### src/rtl/core/subpicture_rle_decoder_core_macros.svh
// Assertion macros shared by the subpicture run-length decoder RTL.
`ifndef SUBPICTURE_RLE_DECODER_CORE_MACROS_SVH
`define SUBPICTURE_RLE_DECODER_CORE_MACROS_SVH

// Same-cycle implication, checked outside reset.
`define SRLE_ASSERT_NOW(label, clk, rst_n, ante, cons, msg) \
	label: assert property (@(posedge clk) disable iff (!rst_n) (ante) |-> (cons)) \
		else $error(msg);

// Next-cycle implication, checked outside reset.
`define SRLE_ASSERT_NEXT(label, clk, rst_n, ante, cons, msg) \
	label: assert property (@(posedge clk) disable iff (!rst_n) (ante) |=> (cons)) \
		else $error(msg);

`endif

### src/rtl/core/srle_pkg.sv
// Types and constants for the subpicture run-length decoder.
package srle_pkg;

	localparam logic [12:0] LINE_WIDTH_RESET  = 13'd720;
	localparam logic [11:0] FIELD_LINES_RESET = 12'd240;

	// Configuration register indexes
	localparam logic REG_LINE_WIDTH  = 1'b0;
	localparam logic REG_FIELD_LINES = 1'b1;

	// Smallest code value that closes a code of one, two or three nibbles
	localparam logic [15:0] CODE_MIN_1 = 16'h0004;
	localparam logic [15:0] CODE_MIN_2 = 16'h0010;
	localparam logic [15:0] CODE_MIN_3 = 16'h0040;

	localparam int MAX_RESULTS = 3;

	typedef struct packed {
		logic [15:0] acc;
		logic [2:0]  ncount;
		logic [12:0] column;
		logic [11:0] line;
		logic        field_done;
	} state_t;

	typedef struct packed {
		logic [1:0]  run_color;
		logic [12:0] run_length;
		logic [11:0] start_column;
		logic [10:0] line_number;
		logic        line_finished;
		logic        field_finished;
		logic        truncated;
	} result_t;

	typedef result_t [MAX_RESULTS-1:0] result_set_t;

endpackage

### src/rtl/core/srle_in_reg.sv
// Input register: holds one data word until the decoder takes it.
module srle_in_reg
	import srle_pkg::*;
(
	input  logic       clk,
	input  logic       arst_n,
	input  logic       in_valid,
	output logic       in_ready,
	input  logic [7:0] data_byte,
	input  logic       first_byte,
	input  logic       end_of_data,
	input  logic       take,
	output logic       valid_s1,
	output logic [7:0] byte_s1,
	output logic       first_s1,
	output logic       eod_s1
);

	assign in_ready = !valid_s1 || take;

	always_ff @(posedge clk or negedge arst_n) begin
		if (!arst_n) begin
			valid_s1 <= 1'b0;
		end else if (in_valid && in_ready) begin
			valid_s1 <= 1'b1;
		end else if (take) begin
			valid_s1 <= 1'b0;
		end
	end

	always_ff @(posedge clk) begin
		if (in_valid && in_ready) begin
			byte_s1  <= data_byte;
			first_s1 <= first_byte;
			eod_s1   <= end_of_data;
		end
	end

endmodule

### src/rtl/core/srle_decode.sv
// Decoder: decodes the high nibble and, unless it ends a line, the low nibble of a word.
module srle_decode
	import srle_pkg::*;
(
	input  logic        clk,
	input  logic        arst_n,
	input  logic        take,
	input  logic [7:0]  byte_s1,
	input  logic        first_s1,
	input  logic        eod_s1,
	input  logic [12:0] width,
	input  logic [11:0] lines,
	output result_set_t res,
	output logic [1:0]  res_count
);

	typedef struct packed {
		state_t  st;
		logic    emit;
		logic    stop;
		result_t res;
	} step_t;

	function automatic step_t nib_step(state_t st, logic [3:0] nib, logic [12:0] w,
			logic [11:0] h);
		step_t       r;
		logic [15:0] v;
		logic [2:0]  n1;
		logic        done;
		logic [12:0] rem;
		logic [12:0] len;
		logic [12:0] ncol;
		logic [13:0] code_len;
		logic        fin;
		r = '0;
		r.st = st;
		v = {st.acc[11:0], nib};
		n1 = st.ncount + 3'd1;
		case (n1)
			3'd1:    done = (v >= CODE_MIN_1);
			3'd2:    done = (v >= CODE_MIN_2);
			3'd3:    done = (v >= CODE_MIN_3);
			default: done = 1'b1;
		endcase
		r.st.acc = v;
		r.st.ncount = n1;
		rem = (st.column < w) ? (w - st.column) : 13'd0;
		code_len = v[15:2];
		// zero length fills the line; anything longer is clipped at the line end
		len = (code_len == 14'd0 || code_len > {1'b0, rem}) ? rem : code_len[12:0];
		ncol = st.column + len;
		fin = ({1'b0, st.line} + 13'd1) >= {1'b0, h};
		if (done) begin
			r.st.acc = '0;
			r.st.ncount = '0;
			r.emit = 1'b1;
			r.res.run_color = v[1:0];
			r.res.run_length = len;
			r.res.start_column = st.column[11:0];
			r.res.line_number = st.line[10:0];
			if (ncol >= w) begin
				r.res.line_finished = 1'b1;
				r.res.field_finished = fin;
				r.stop = 1'b1;
				if (fin) begin
					r.st.column = ncol;
					r.st.field_done = 1'b1;
				end else begin
					r.st.line = st.line + 12'd1;
					r.st.column = '0;
				end
			end else begin
				r.st.column = ncol;
			end
		end
		return r;
	endfunction

	state_t state_q;
	state_t cur;
	state_t nxt;
	step_t  hi_step;
	step_t  lo_step;
	logic [1:0] n;

	always_comb begin
		cur = first_s1 ? '0 : state_q;
		nxt = cur;
		res = '0;
		n = 2'd0;
		hi_step = nib_step(cur, byte_s1[7:4], width, lines);
		lo_step = nib_step(hi_step.st, byte_s1[3:0], width, lines);
		if (!cur.field_done) begin
			nxt = hi_step.st;
			if (hi_step.emit) begin
				res[n] = hi_step.res;
				n = n + 2'd1;
			end
			// a line end skips the low nibble to realign on a word
			if (!hi_step.stop) begin
				nxt = lo_step.st;
				if (lo_step.emit) begin
					res[n] = lo_step.res;
					n = n + 2'd1;
				end
			end
			if (eod_s1 && !nxt.field_done) begin
				res[n].start_column = nxt.column[11:0];
				res[n].line_number = nxt.line[10:0];
				res[n].truncated = 1'b1;
				n = n + 2'd1;
				nxt.acc = '0;
				nxt.ncount = '0;
				nxt.field_done = 1'b1;
			end
		end
		res_count = n;
	end

	always_ff @(posedge clk or negedge arst_n) begin
		if (!arst_n) begin
			state_q <= '0;
		end else if (take) begin
			state_q <= nxt;
		end
	end

endmodule

### src/rtl/core/srle_out_queue.sv
// Result register: holds the results of one word and hands them out in order.
module srle_out_queue
	import srle_pkg::*;
(
	input  logic        clk,
	input  logic        arst_n,
	input  logic        load,
	input  result_set_t res,
	input  logic [1:0]  res_count,
	output logic        free,
	output logic        out_valid,
	input  logic        out_ready,
	output result_t     head,
	output logic        last
);

	result_set_t res_s2;
	logic [1:0]  cnt_s2;

	assign out_valid = (cnt_s2 != 2'd0);
	assign free      = (cnt_s2 == 2'd0) || (cnt_s2 == 2'd1 && out_ready);
	assign head      = res_s2[0];
	assign last      = (cnt_s2 == 2'd1);

	always_ff @(posedge clk or negedge arst_n) begin
		if (!arst_n) begin
			cnt_s2 <= 2'd0;
		end else if (load) begin
			cnt_s2 <= res_count;
		end else if (out_valid && out_ready) begin
			cnt_s2 <= cnt_s2 - 2'd1;
		end
	end

	always_ff @(posedge clk) begin
		if (load) begin
			res_s2 <= res;
		end else if (out_valid && out_ready) begin
			// advance the next result to the head
			res_s2[0] <= res_s2[1];
			res_s2[1] <= res_s2[2];
		end
	end

endmodule

### src/rtl/core/subpicture_rle_decoder_core.sv
// Subpicture run-length decoder core: one field of a 2-bit bitmap, one word per cycle.
// A word is held in the input register, then decoded combinationally and its results
// loaded into the result register, from which they are offered in order.
// Throughput: one word per cycle while each word gives at most one result and
// out_ready is high; a word with more results holds the result register until
// its last result is accepted. Reset clears the stream position and empties both
// stages; registers return to 720 pixels per line and 240 lines.
module subpicture_rle_decoder_core
	import srle_pkg::*;
#(
	parameter int MAX_WIDTH = 4096,
	parameter int MAX_LINES = 2048
) (
	input  logic        clk,
	input  logic        arst_n,
	input  logic        cfg_write,
	input  logic        cfg_index,
	input  logic [12:0] cfg_data,
	input  logic        in_valid,
	output logic        in_ready,
	input  logic [7:0]  data_byte,
	input  logic        first_byte,
	input  logic        end_of_data,
	output logic        out_valid,
	input  logic        out_ready,
	output logic [1:0]  run_color,
	output logic [12:0] run_length,
	output logic [11:0] start_column,
	output logic [10:0] line_number,
	output logic        line_finished,
	output logic        field_finished,
	output logic        truncated,
	output logic        last_of_item
);

`include "subpicture_rle_decoder_core_macros.svh"

	logic [12:0] line_width_q;
	logic [11:0] field_lines_q;
	logic [12:0] width;
	logic [11:0] lines;

	logic        valid_s1;
	logic [7:0]  byte_s1;
	logic        first_s1;
	logic        eod_s1;
	logic        take;
	logic        free;
	result_set_t res;
	logic [1:0]  res_count;
	result_t     head;

	always_ff @(posedge clk or negedge arst_n) begin
		if (!arst_n) begin
			line_width_q  <= LINE_WIDTH_RESET;
			field_lines_q <= FIELD_LINES_RESET;
		end else if (cfg_write) begin
			case (cfg_index)
				REG_LINE_WIDTH:  line_width_q  <= cfg_data;
				REG_FIELD_LINES: field_lines_q <= cfg_data[11:0];
				default: ;
			endcase
		end
	end

	// clamp to 1..MAX
	assign width = (line_width_q == 13'd0) ? 13'd1 :
		(line_width_q > 13'(MAX_WIDTH)) ? 13'(MAX_WIDTH) : line_width_q;
	assign lines = (field_lines_q == 12'd0) ? 12'd1 :
		(field_lines_q > 12'(MAX_LINES)) ? 12'(MAX_LINES) : field_lines_q;

	assign take = valid_s1 && free;

	srle_in_reg u_in_reg (
		.clk         (clk),
		.arst_n      (arst_n),
		.in_valid    (in_valid),
		.in_ready    (in_ready),
		.data_byte   (data_byte),
		.first_byte  (first_byte),
		.end_of_data (end_of_data),
		.take        (take),
		.valid_s1    (valid_s1),
		.byte_s1     (byte_s1),
		.first_s1    (first_s1),
		.eod_s1      (eod_s1)
	);

	srle_decode u_decode (
		.clk       (clk),
		.arst_n    (arst_n),
		.take      (take),
		.byte_s1   (byte_s1),
		.first_s1  (first_s1),
		.eod_s1    (eod_s1),
		.width     (width),
		.lines     (lines),
		.res       (res),
		.res_count (res_count)
	);

	srle_out_queue u_out_queue (
		.clk       (clk),
		.arst_n    (arst_n),
		.load      (take),
		.res       (res),
		.res_count (res_count),
		.free      (free),
		.out_valid (out_valid),
		.out_ready (out_ready),
		.head      (head),
		.last      (last_of_item)
	);

	assign run_color      = head.run_color;
	assign run_length     = head.run_length;
	assign start_column   = head.start_column;
	assign line_number    = head.line_number;
	assign line_finished  = head.line_finished;
	assign field_finished = head.field_finished;
	assign truncated      = head.truncated;

	`SRLE_ASSERT_NOW(a_field_ends_line, clk, arst_n, out_valid && field_finished,
		line_finished, "field finished without line finished")
	`SRLE_ASSERT_NOW(a_field_end_last, clk, arst_n, out_valid && field_finished,
		last_of_item, "result after field end")
	`SRLE_ASSERT_NOW(a_trunc_shape, clk, arst_n, out_valid && truncated,
		run_length == 13'd0 && last_of_item && !line_finished, "bad truncation result")
	`SRLE_ASSERT_NEXT(a_stall_holds_s1, clk, arst_n, valid_s1 && !free,
		valid_s1, "pending word lost while result register busy")

endmodule
### config.mk
export PLATFORM = sky130hd
export DESIGN_NAME = subpicture_rle_decoder_core
export DESIGN_NICKNAME = d
export VERILOG_FILES = /design/src/rtl/core/srle_pkg.sv /design/src/rtl/core/srle_in_reg.sv /design/src/rtl/core/srle_decode.sv /design/src/rtl/core/srle_out_queue.sv /design/src/rtl/core/subpicture_rle_decoder_core.sv
export VERILOG_INCLUDE_DIRS = /design/src /design/src/rtl/core
export SDC_FILE = /design/constraint.sdc
export NUM_CORES = 1
export LEC_CHECK = 0
export ABC_CLOCK_PERIOD_IN_PS = 26000
export BUFFER_PORTS_ARGS = -buffer_cell sky130_fd_sc_hd__buf_4
export CAP_MARGIN = 20
export CELL_PAD_IN_SITES_DETAIL_PLACEMENT = 0
export CELL_PAD_IN_SITES_GLOBAL_PLACEMENT = 1
export CORE_ASPECT_RATIO = 0.7
export CORE_MARGIN = 8
export CORE_UTILIZATION = 49
export DETAILED_ROUTE_END_ITERATION = 16
export PLACE_DENSITY_LB_ADDON = 0.1
export SLEW_MARGIN = 20
export SYNTH_ARGS = -nofsm -noshare
export SYNTH_HDL_FRONTEND = slang
export SYNTH_SLANG_ARGS = --single-unit
### constraint.sdc
create_clock -name clk -period 26 [get_ports clk]
set_clock_uncertainty 0.2 [all_clocks]
set_input_delay 3.9 -clock clk [delete_from_list [all_inputs] [get_ports clk]]
set_output_delay 3.9 -clock clk [all_outputs]
set_load 0.01 [all_outputs]
# Word-level counts from Yosys, hierarchy flattened
# Index checks and enable logic that the tools add are counted.
totals:
  out_inout_bits: 44
  inputBits: 29
  wordCells: 161
  ff_bits: 202
classes:
  eq_ne: 7
  bitwise_logic: 1
  addsub: 13
  muxes: 64
  order_cmp: 20
  reduce_logical: 23
op_table:
  columns: ["op", "n"]
  rows:
  - ["$bwmux W123", 4]
  - ["$mux W123", 4]
  - ["$demux W41 S2", 4]
  - ["$mux W41", 7]
  - ["$mux W82", 3]
  - ["$mux W83", 2]
  - ["$mux W13", 12]
  - ["$mux W12", 4]
  - ["$ge A16 B3 Y1 const B", 2]
  - ["$ge A16 B5 Y1 const B", 2]
  - ["$ge A16 B7 Y1 const B", 2]
  - ["$gt A14 B13 Y1", 2]
  - ["$logic_not A14 Y1", 2]
  - ["$add A12 B1 Y13 const B", 2]
  - ["$add A13 B13 Y13", 2]
  - ["$ge A13 B12 Y1", 2]
  - ["$ge A13 B13 Y1", 2]
  - ["$lt A13 B13 Y1", 2]
  - ["$mux W26", 1]
  - ["$sub A13 B13 Y13", 2]
  - ["$add A12 B1 Y12 const B", 2]
  - ["$mux W2", 10]
  - ["$mux W15", 1]
  - ["$mux W14", 1]
  - ["21 further kinds", 51]

# Depth between registers and ports, before layout
# Gate-level depths: netlist of the first run.
logic_depth:
  ltp_word: 34
  ltp_mapped: 101
  mapped_depth_nobuf: 95

# Modules after synthesis
# A second synthesis of the first run with hierarchy kept.
hier_totals:
  cells_unflattened: 1713
  area_unflattened_um2: 16121.7
by_module_without_submodules:
  columns: ["module", "seq_area_each_um2", "instances", "area_each_um2", "cells_per_inst"]
  rows:
  - ["srle_decode", 1026.0, 1, 9377.7, 1334]
  - ["srle_out_queue", 3743.6, 1, 5171.2, 274]
  - ["subpicture_rle_decoder_core", 635.6, 1, 1218.7, 91]
  - ["srle_in_reg", 325.3, 1, 354.1, 14]

# Worst setup path after synthesis of the first run
# Ideal clock, no wire load.
synth_timing:
  path_kind: "reg-to-reg"
  from: "register u_in_reg.first_s1"
  to: "register u_out_queue.res_s2, in the netlist u_out_queue.head[22] (data pin)"
  synth_period_minus_slack_ns: 19.257
  stages_incl_launch_ff: 99
  required_ns: 25.539
  arrival_ns: 18.796
  slack_ns: 6.743
  setup_ns: 0.261
  n_path_buf: 11
  path_cell_list: "edfxtp_1 -> clkbuf_1 -> clkbuf_1 -> clkbuf_1 -> nor2b_1 -> inv_1 -> ha_1 -> a21oi_1 -> a21oi_1 -> a221o_1 -> o41ai_1 -> or3_1 -> nand2_1 -> a21oi_1 -> nor2_1 -> clkbuf_1 -> nand2_1 -> ha_1 -> (+63 left out) -> a21o_1 -> a21oi_1 -> xnor2_1 -> xnor2_1 -> ha_1 -> and4_1 -> nand2_1 -> nor3_1 -> a221oi_1 -> o31ai_1 -> maj3_1 -> a31oi_1 -> nor2_1 -> a21oi_2 -> and2_1 -> nor4_4 -> buf_4 -> a221o_1"
synth_via:
  elab_chain_len: 27
  word_cells_on_any_way: 86
  classes_between: "10 x add/sub; 18 x order compare; 6 x eq/ne; 44 x mux; 8 x reduce/logical"
synth_lines:
  columns: ["item", "line_no", "rtl"]
  rows:
  - ["from (decl)", "srle_in_reg.sv:15", "output logic first_s1,"]
  - ["from (signal assigned)", "srle_in_reg.sv:34", "first_s1 <= first_byte;"]
  - ["$mux W41 (*)", "srle_decode.sv:87", "cur = first_s1 ? '0 : state_q;"]
  - ["$sub A13 B13 Y13 or $lt A13 B13 Y1 (tied branches)", "srle_decode.sv:47", "rem = (st.column < w) ? (w - st.column) : 13'd0;"]
  - ["$mux W13", "srle_decode.sv:47", null]
  - ["$gt A14 B13 Y1", "srle_decode.sv:50", "len = (code_len == 14'd0 || code_len > {1'b0, rem}) ? rem : code_len[12:0];"]
  - ["$logic_or A1 B1 Y1", "srle_decode.sv:50", null]
  - ["$mux W13", "srle_decode.sv:50", null]
  - ["$add A13 B13 Y13", "srle_decode.sv:51", "ncol = st.column + len;"]
  - ["$ge A13 B13 Y1 or $mux W13 (tied branches)", "srle_decode.sv:61, srle_decode.sv:65", null]
  - ["(+11 left out)", null, null]
  - ["$mux W41", "srle_decode.sv:100", "if (!hi_step.stop) begin"]
  - ["$mux W41", "srle_decode.sv:93", "if (!cur.field_done) begin"]
  - ["$bwmux W123", "srle_decode.sv:108", "res[n].start_column = nxt.column[11:0];"]
  - ["$bwmux W123", "srle_decode.sv:109", "res[n].line_number = nxt.line[10:0];"]
  - ["$bwmux W123", "srle_decode.sv:110", "res[n].truncated = 1'b1;"]
  - ["$mux W123", "srle_decode.sv:107", "if (eod_s1 && !nxt.field_done) begin"]
  - ["$mux W82 (*)", "srle_decode.sv:93", null]
  - ["$mux W82 (*)", "srle_out_queue.sv:36", "if (load) begin"]
  - ["to (signal assigned)", "srle_out_queue.sv:37", "res_s2 <= res;"]
  - ["to (decl)", "srle_out_queue.sv:17", "result_set_t res_s2;"]
# Mark *: on every way between the ends. The rest lies on a longest branch, timed or not. The select of a mux whose other input is x is not followed.
# A chain may end at the register's enable or synchronous reset.

# Worst setup path in the final report of the first run
layout_timing:
  from: "register line_width_q[12]"
  to: "register u_out_queue.res_s2, in the netlist u_out_queue.head[5] (data pin)"
layout_via:
  elab_chain_len: 28
  word_cells_on_any_way: 55
  classes_between: "6 x add/sub; 10 x order compare; 33 x mux; 6 x reduce/logical"
layout_lines:
  columns: ["item", "line_no", "rtl"]
  rows:
  - ["from (decl)", "subpicture_rle_decoder_core.sv:38", "logic [12:0] line_width_q;"]
  - ["from (signal assigned)", "subpicture_rle_decoder_core.sv:59", "REG_LINE_WIDTH: line_width_q <= cfg_data;"]
  - ["$gt A13 B13 Y1", "subpicture_rle_decoder_core.sv:68", "(line_width_q > 13'(MAX_WIDTH)) ? 13'(MAX_WIDTH) : line_width_q;"]
  - ["$mux W13", "subpicture_rle_decoder_core.sv:68", null]
  - ["$mux W13 (*)", "subpicture_rle_decoder_core.sv:67", "assign width = (line_width_q == 13'd0) ? 13'd1 :"]
  - ["$sub A13 B13 Y13 or $lt A13 B13 Y1 (tied branches)", "srle_decode.sv:47", null]
  - ["$mux W13", "srle_decode.sv:47", null]
  - ["$gt A14 B13 Y1", "srle_decode.sv:50", null]
  - ["$logic_or A1 B1 Y1", "srle_decode.sv:50", null]
  - ["$mux W13", "srle_decode.sv:50", null]
  - ["(+12 left out)", null, null]
  - ["$mux W83", "srle_decode.sv:53", "if (done) begin"]
  - ["$mux W41", "srle_decode.sv:100", null]
  - ["$mux W41", "srle_decode.sv:93", null]
  - ["$bwmux W123 or $logic_not A1 Y1 (tied branches)", "srle_decode.sv:109, srle_decode.sv:107", null]
  - ["$bwmux W123 or $logic_and A1 B1 Y1 (tied branches)", "srle_decode.sv:110, srle_decode.sv:107", null]
  - ["$mux W123 (*)", "srle_decode.sv:107", null]
  - ["$mux W82 (*)", "srle_decode.sv:93", null]
  - ["$mux W82 (*)", "srle_out_queue.sv:36", null]
# Marks and branches as above.

==> results of run 1 <==
## stage by stage
step,cells,setup slack (ps),power [mW]
6_report,2036,3136,2.429
5_1_grt,2036,1582,2.588
4_1_cts,2036,3372,2.392
2_1_floorplan,1631,6743,1.593
3_3_place_gp,2004,3951,2.113
3_5_place_dp,2004,3471,2.108
## power by group through the flow
stage	clock network [mW]	registers, mW	logic (mW)
final	0.278	0.503	1.65
after CTS	0.281	0.502	1.61
after global routing	0.289	0.514	1.78
after detailed placement	0	0.508	1.60
after floorplan	0	0.490	1.10
after global placement	0	0.505	1.61
## state kept, by name, summed over array words and instances, names as in the netlist
register,flops
u_out_queue.head,41
field_lines_q,12
u_in_reg.eod_s1,1
u_in_reg.valid_s1,1
u_out_queue.cnt_s2,2
line_width_q,13
u_in_reg.first_s1,1
u_decode.state_q,41
u_in_reg.byte_s1,8
u_out_queue.res_s2,65
## metal layers
metal,track usage [%],vias up
li1,-,5859
met1,45.93,6073
met2,37.45,674
met3,10.04,53
met4,5.852,2
met5,0,-
## kinds of logic (layout without fill, tap and decap cells)
kind of cell	Yosys count	in the layout
buffers and inverters	203	223
flip-flops	185	185
adder cells (fa/ha/maj)	140	140
other	1	5
XOR/XNOR	83	83
AO/OA/AOI/OAI	425	425
AND/OR/NAND/NOR	541	541
multiplexers	49	49
## critical path: cells and delay by family, from the launching register on
| family | cells | cell delay [ps] |
|---|---|---|
| compound gates | 47 | 11110 |
| xor+xnor | 3 | 720 |
| fa+ha+maj | 11 | 3380 |
| flops | 1 | 690 |
| buf+inv | 6 | 1070 |
| simple gates | 22 | 5010 |
| mux | 1 | 410 |
## cells in the final DEF, fill, tap and decap left out, drive strengths merged, types with 17 or more instances in the layout
| master | n |
|---|---|
| nand2 | 196 |
| nor2 | 140 |
| ha | 132 |
| o21ai | 132 |
| edfxtp | 116 |
| inv | 104 |
| buf | 95 |
| a21oi | 78 |
| dfrtp | 61 |
| xnor2 | 58 |
| a21o | 35 |
| nor2b | 32 |
| and2 | 31 |
| nand3 | 29 |
| mux2 | 28 |
| a22oi | 27 |
| xor2 | 24 |
| mux2i | 21 |
| nor3 | 20 |
| nand2b | 19 |
| a31oi | 17 |
| clkbuf | 17 |
## layout make-up
class / instances / area share, %
clock buffers: 17 / 2.673
multi-input cells: 1243 / 53.49
well taps: 385 / 3.027
inverters: 96 / 2.280
repair buffers: 95 / 4.505
clock inverters: 15 / 1.219
flip-flops and latches: 185 / 32.80
## worst max-delay path by stage
| stage | from | slack (ps) | depth (start not counted) | to |
|---|---|---|---|---|
| after floorplan | u_in_reg.first_s1$_DFFE_PP_ | 6740 | 98 | u_out_queue.head[22]$_DFFE_PP_ |
| after detailed placement | line_width_q[12]$_DFFE_PN0P_ | 3470 | 90 | u_out_queue.head[5]$_DFFE_PP_ |
| final | line_width_q[12]$_DFFE_PN0P_ | 3140 | 90 | u_out_queue.head[5]$_DFFE_PP_ |
| after global routing | line_width_q[12]$_DFFE_PN0P_ | 1580 | 91 | u_out_queue.head[24]$_DFFE_PP_ |
| after global placement | line_width_q[12]$_DFFE_PN0P_ | 3950 | 90 | u_out_queue.head[5]$_DFFE_PP_ |
| after CTS | line_width_q[12]$_DFFE_PN0P_ | 3370 | 90 | u_out_queue.head[5]$_DFFE_PP_ |
==> impl_results.md, run 1 <==
- Fmax: approximately 44 MHz
- PD cells: between 150 and 200 nW/µm²
- Post-synthesis cell type count: 96
- Number of synthesized register bits: between 150 and 200
- Combinational share of power: about two thirds
- Mux contribution to synthesized area: roughly 3.6%
- FF-to-FF End: u_out_queue.head[5]$_DFFE_PP_
- Rel. slew slack: roughly a quarter
- Clock Pin Slew Worst Setup and Hold Paths: 80 ps
- N_diodes: 0
- Reg2reg path depth: 90
- Row count: 53
- Finished Core Util: between 50% and 60%
- Initial DRC Count: roughly 1.7k
- Vias in the first global route: approximately 12k
- Nets: approximately 1.8k
- Starting Density: roughly 50%
- Reg-to-Reg Start: line_width_q[12]$_DFFE_PN0P_
- Hold path start: u_decode.state_q[23]$_DFFE_PN0P_
- Placer congestion estimate: 0.9950
- Synth Area in Compound Gates: between 10% and 20%
- Wire per inst: between 20 and 30 µm
- Synth Area in XOR/XNOR: around 5.1%
- Die Height: around 160 µm
- LEAKAGE: ~7.0 nW
- RSZ-0062 raised after global routing: false
- Seq/Total Area, Yosys: 35.69%
- WS Path Type: reg -> reg
- Most frequent cell after synthesis: nand2_1
- I/O pin count: 73
- Post-Synth Simple-Gate Area: approximately 18%
- Root buffer cell: clkbuf_16
- Net Sw Power: 1.277 mW
- Sequential power share: between 20% and 30%
- M1 WL: approximately 26000 µm
- Crit path max-delay cell type: dfrtp_1
- Post-CTS setup repair buffer count: 0
- Mapped cell area: around 15000 µm²
- Initial antenna violation count: 3
- Dpl hpwl: ~41000 µm
- CP Max Fanout: 22
- DRT Pass-1 Iters: 5
- Clock sink count: ~190
- Number of flops mapped to enable cells by yosys: roughly 120
- # setup viols final: 0
- Post-Synth Adder-Cell Area: roughly 12%
- Hold Path Class: reg -> reg
- Int Pwr: about 1.2 mW
- Fin crit share: between 80% and 90%
- Async SR Flop Fraction: 37.30%
- Clock Power Share: between 10% and 20%
- First-pass GRT wire length: 78110 µm
- Hold Slack: roughly 290 ps
- Syn Area/Cell: 8.990 µm²
- Pin count of the biggest net entering global routing: between 80 and 90
- Predominant post-synthesis flop cell: edfxtp_1
- Grt ovf: 0
- Final TNS setup: 0 ps
- Dpl cell area: between 15000 and 20000 µm²
- Vias/cell: around 6.2
- Num CTS Buffers: 17
- Area share of the largest cell type after synthesis: 23.82%
- Multi-input gate area: roughly 8500 µm²
- Met3 WL post-DR: a little under 7000 µm
- Synth warn: 0
- FF/Latch Area: 5220 µm²
- Critical Path End Type: register
- Setup crit start kind: register
- Sw frac: roughly 53%
- Area grow syn2layout: 8.794%
- Die width: 222.5 µm
- Fin crit period: 22860 ps
- Max Cap Viol: 0
- Area leader, netlist: edfxtp_1
- # port buffers: slightly above 70
- ANT nets after route: 0
- Least-Margin Pin Slew: roughly 1100 ps
- Share of layout cells above drive strength 1: 11.81%
- Total Die Area: 35720 µm²
- Highest metal used: met5
- Total GRT Usage: a little under 30%
- Hold Violations, Final: 0
- DRC violations left: 0
- Mapped Cells: 1627
- Largest family of logic cells by synthesized area: compound AO/OA/AOI/OAI gates
- Worst Hold Depth: 2
- Fillcell total: about 2.8k
- Outcome: finished clean
- Clock Latency Late Sink: 470 ps
- Critical Path RT: ~26000 ps
- Leading post-synthesis cells by instance count: nand2_1 (196), nor2_1 (140), ha_1 (132)
- Max incr delay on CP: between 600 and 700 ps
- Post-route cell area: between 15000 and 20000 µm²
- Hold Path End: u_decode.state_q[23]$_DFFE_PN0P_
- CP Data Arrival Time: around 23000 ps
- Cts-stage hold buffer count: 0
- Drt total wl: 52700 µm
- Maximum VDD drop: around 0.11 mV
- Max H-tree Level: 4
- R2r setup slk: approximately 3100 ps
- Resized cells post-CTS: 0
- Max clock buf depth: 2
- CTS tree: done
- Ranking of synthesized cells by area: edfxtp_1 (24%), ha_1 (11%), dfrtp_1 (10%)
- Core box area: slightly below 30000 µm²
- Total number of vias: ~13k
- Max Slew Vio Count: 0
- Length of routed met2 wiring: 19620 µm
No activity file was read; power rests on OpenSTA's default activity.
==> run 2, diff against run 1 <==
--- a/config.mk
+++ b/config.mk
@@ -13,10 +13,11 @@
 export CELL_PAD_IN_SITES_GLOBAL_PLACEMENT = 1
 export CORE_ASPECT_RATIO = 0.7
 export CORE_MARGIN = 8
-export CORE_UTILIZATION = 49
+export CORE_UTILIZATION = 40
 export DETAILED_ROUTE_END_ITERATION = 16
 export PLACE_DENSITY_LB_ADDON = 0.1
 export SLEW_MARGIN = 20
 export SYNTH_ARGS = -nofsm -noshare
 export SYNTH_HDL_FRONTEND = slang
 export SYNTH_SLANG_ARGS = --single-unit
+export TNS_END_PERCENT = 20
==> impl_results.md, run 2 (synthesis gave the netlist of run 1 again) <==
- Clock sink count: between 150 and 200
- Max FFs per register: 65
- Initial DRC Count: around 1.6k
- Outcome: finished clean
- CP Max Fanout: 22
- Max H-tree Level: 4
- Total GRT Usage: around a quarter
- Post-CTS setup repair buffer count: 0
- Die width: approximately 240 µm
- Setup crit start kind: register
- R2r setup slk: between 2000 and 3000 ps
- Dpl cell area: between 15000 and 20000 µm²
- Total Die Area: between 40000 and 50000 µm²
- Final TNS setup: 0 ps
- Share of layout cells above drive strength 1: roughly 12%
- # port buffers: between 70 and 80
- Max Slew Vio Count: 0
- Placer congestion estimate: approximately 1
- Hold Slack: about 280 ps
- Total number of vias: roughly 13k
- Vias in the first global route: between 10k and 15k
- Maximum VDD drop: approximately 0.075 mV
- First-pass GRT wire length: ~80000 µm
- Starting Density: 40.64%
- Commonest non-fill, non-tap cell in the layout: nand2_1
- Fillcell total: ~3.6k
- Max clock buf depth: 2
- Crit path max-delay cell type: a2111oi_1
- Finished Core Util: between 40% and 50%
- Max Cap Viol: 0
- Grt ovf: 0
- Drt total wl: between 50000 and 60000 µm
- Core box area: about 36000 µm²
- Num CTS Buffers: 17
- Rel. slew slack: a little over a fifth
- # setup viols final: 0
- Most flops, register: u_out_queue.res_s2
- Total power: about 2.5 mW
- Reg2reg path depth: 89
- Area grow syn2layout: 9.889%
- RSZ-0062 raised after global routing: false
- Dpl hpwl: between 40000 and 50000 µm
- Hold Violations, Final: 0
- Row count: 58
- Max incr delay on CP: 680 ps
- N_diodes: 0
- CTS tree: done
- Nets: around 1.8k
- Root buffer cell: clkbuf_16
- CP Data Arrival Time: approximately 23000 ps
- Fin crit share: between 80 and 90%
- Clock Latency Late Sink: between 400 and 500 ps
- Pin count of the biggest net entering global routing: 68
- Most prevalent standard cell on the critical path: o21ai_0
- Post-route cell area: about 16000 µm²
- Clock Pin Slew Worst Setup and Hold Paths: around 90 ps
- Most frequent cells in the layout: nand2_1 (195), nor2_1 (139), ha_1 (132)
- ANT nets after route: 0
- PD cells: ~150 nW/µm²
- Vias/cell: 5.929
- FF/Latch Area: about 5200 µm²
- Critical Path End Type: register
- I/O pin count: 73
- WS Path Type: reg -> reg
- Multi-input gate area: about 8500 µm²
- LEAKAGE: about 7.0 nW
- Resized cells post-CTS: 0
- Fin crit period: approximately 23000 ps
- Least-Margin Pin Slew: between 1000 and 1500 ps
- Hold Path Class: reg -> reg
- Critical Path RT: approximately 26000 ps
- DRC violations left: 0
- Wire per inst: 25.61 µm
- DRT Pass-1 Iters: 6
- Worst Hold Depth: 2
- Initial antenna violation count: 3
- Cts-stage hold buffer count: 0
- Die Height: 176.0 µm
- Fmax: about 43 MHz
[run 2: cell count changes in the layout (fill, tap and decap cells not counted), sizes merged]
cell	delta
bufinv	-1
clkinvlp	-1
buf	+4
inv	-1
clkinv	+3
[run 2: worst max-delay path: cells and delay by family, from the launching register on]
kind | cells | cell delay [ps]
AO/OA/AOI/OAI | 48 | 12490
XOR/XNOR | 3 | 660
adder cells (fa/ha/maj) | 11 | 3420
buffers and inverters | 5 | 980
flip-flops | 1 | 650
multiplexers | 1 | 400
AND/OR/NAND/NOR | 21 | 4230
[run 2: report_power, final]
group	internal [mW]	leakage [nW]	switching, mW
combinational	0.556	4.63	1.12
sequential	0.454	2.04	0.0498
clock	0.134	0.303	0.144
total	1.14	6.97	1.31
[run 2: final cells by class]
class	instances	area share [%]
multi-input combinational	1243	52.97
sequential	185	32.48
timing repair buffer	99	4.608
tap	480	3.737
clock buffer	17	2.647
inverter	96	2.258
clock inverter	15	1.300
[run 2: per-stage QoR]
stage          worst slack [ps]  instances
2_1_floorplan              6743       1631
3_3_place_gp               3936       2102
3_5_place_dp               3068       2102
4_1_cts                    2946       2134
5_1_grt                    1262       2135
6_report                   2695       2135
[run 2: layer usage]
metal  routed length, µm  vias to the layer above  global-route usage [%]
li1                    -                     5862                       -
met1               27500                     6150                   39.81
met2               19770                      601                   30.81
met3                6797                       43                   9.526
met4                 594                        2                   4.708
met5                  11                        -                       0
[run 2: path summary, 6_finish.rpt]
kind                                                   from                               end
min in group asynchronous                            arst_n      field_lines_q[2]$_DFFE_PN0P_
hold reg to reg            u_decode.state_q[21]$_DFFE_PN0P_  u_decode.state_q[21]$_DFFE_PN0P_
setup reg to reg               line_width_q[12]$_DFFE_PN0P_     u_out_queue.head[5]$_DFFE_PP_
hold / removal             u_decode.state_q[21]$_DFFE_PN0P_  u_decode.state_q[21]$_DFFE_PN0P_
setup / recovery               line_width_q[12]$_DFFE_PN0P_     u_out_queue.head[5]$_DFFE_PP_
max in group asynchronous                            arst_n  u_decode.state_q[40]$_DFFE_PN0P_
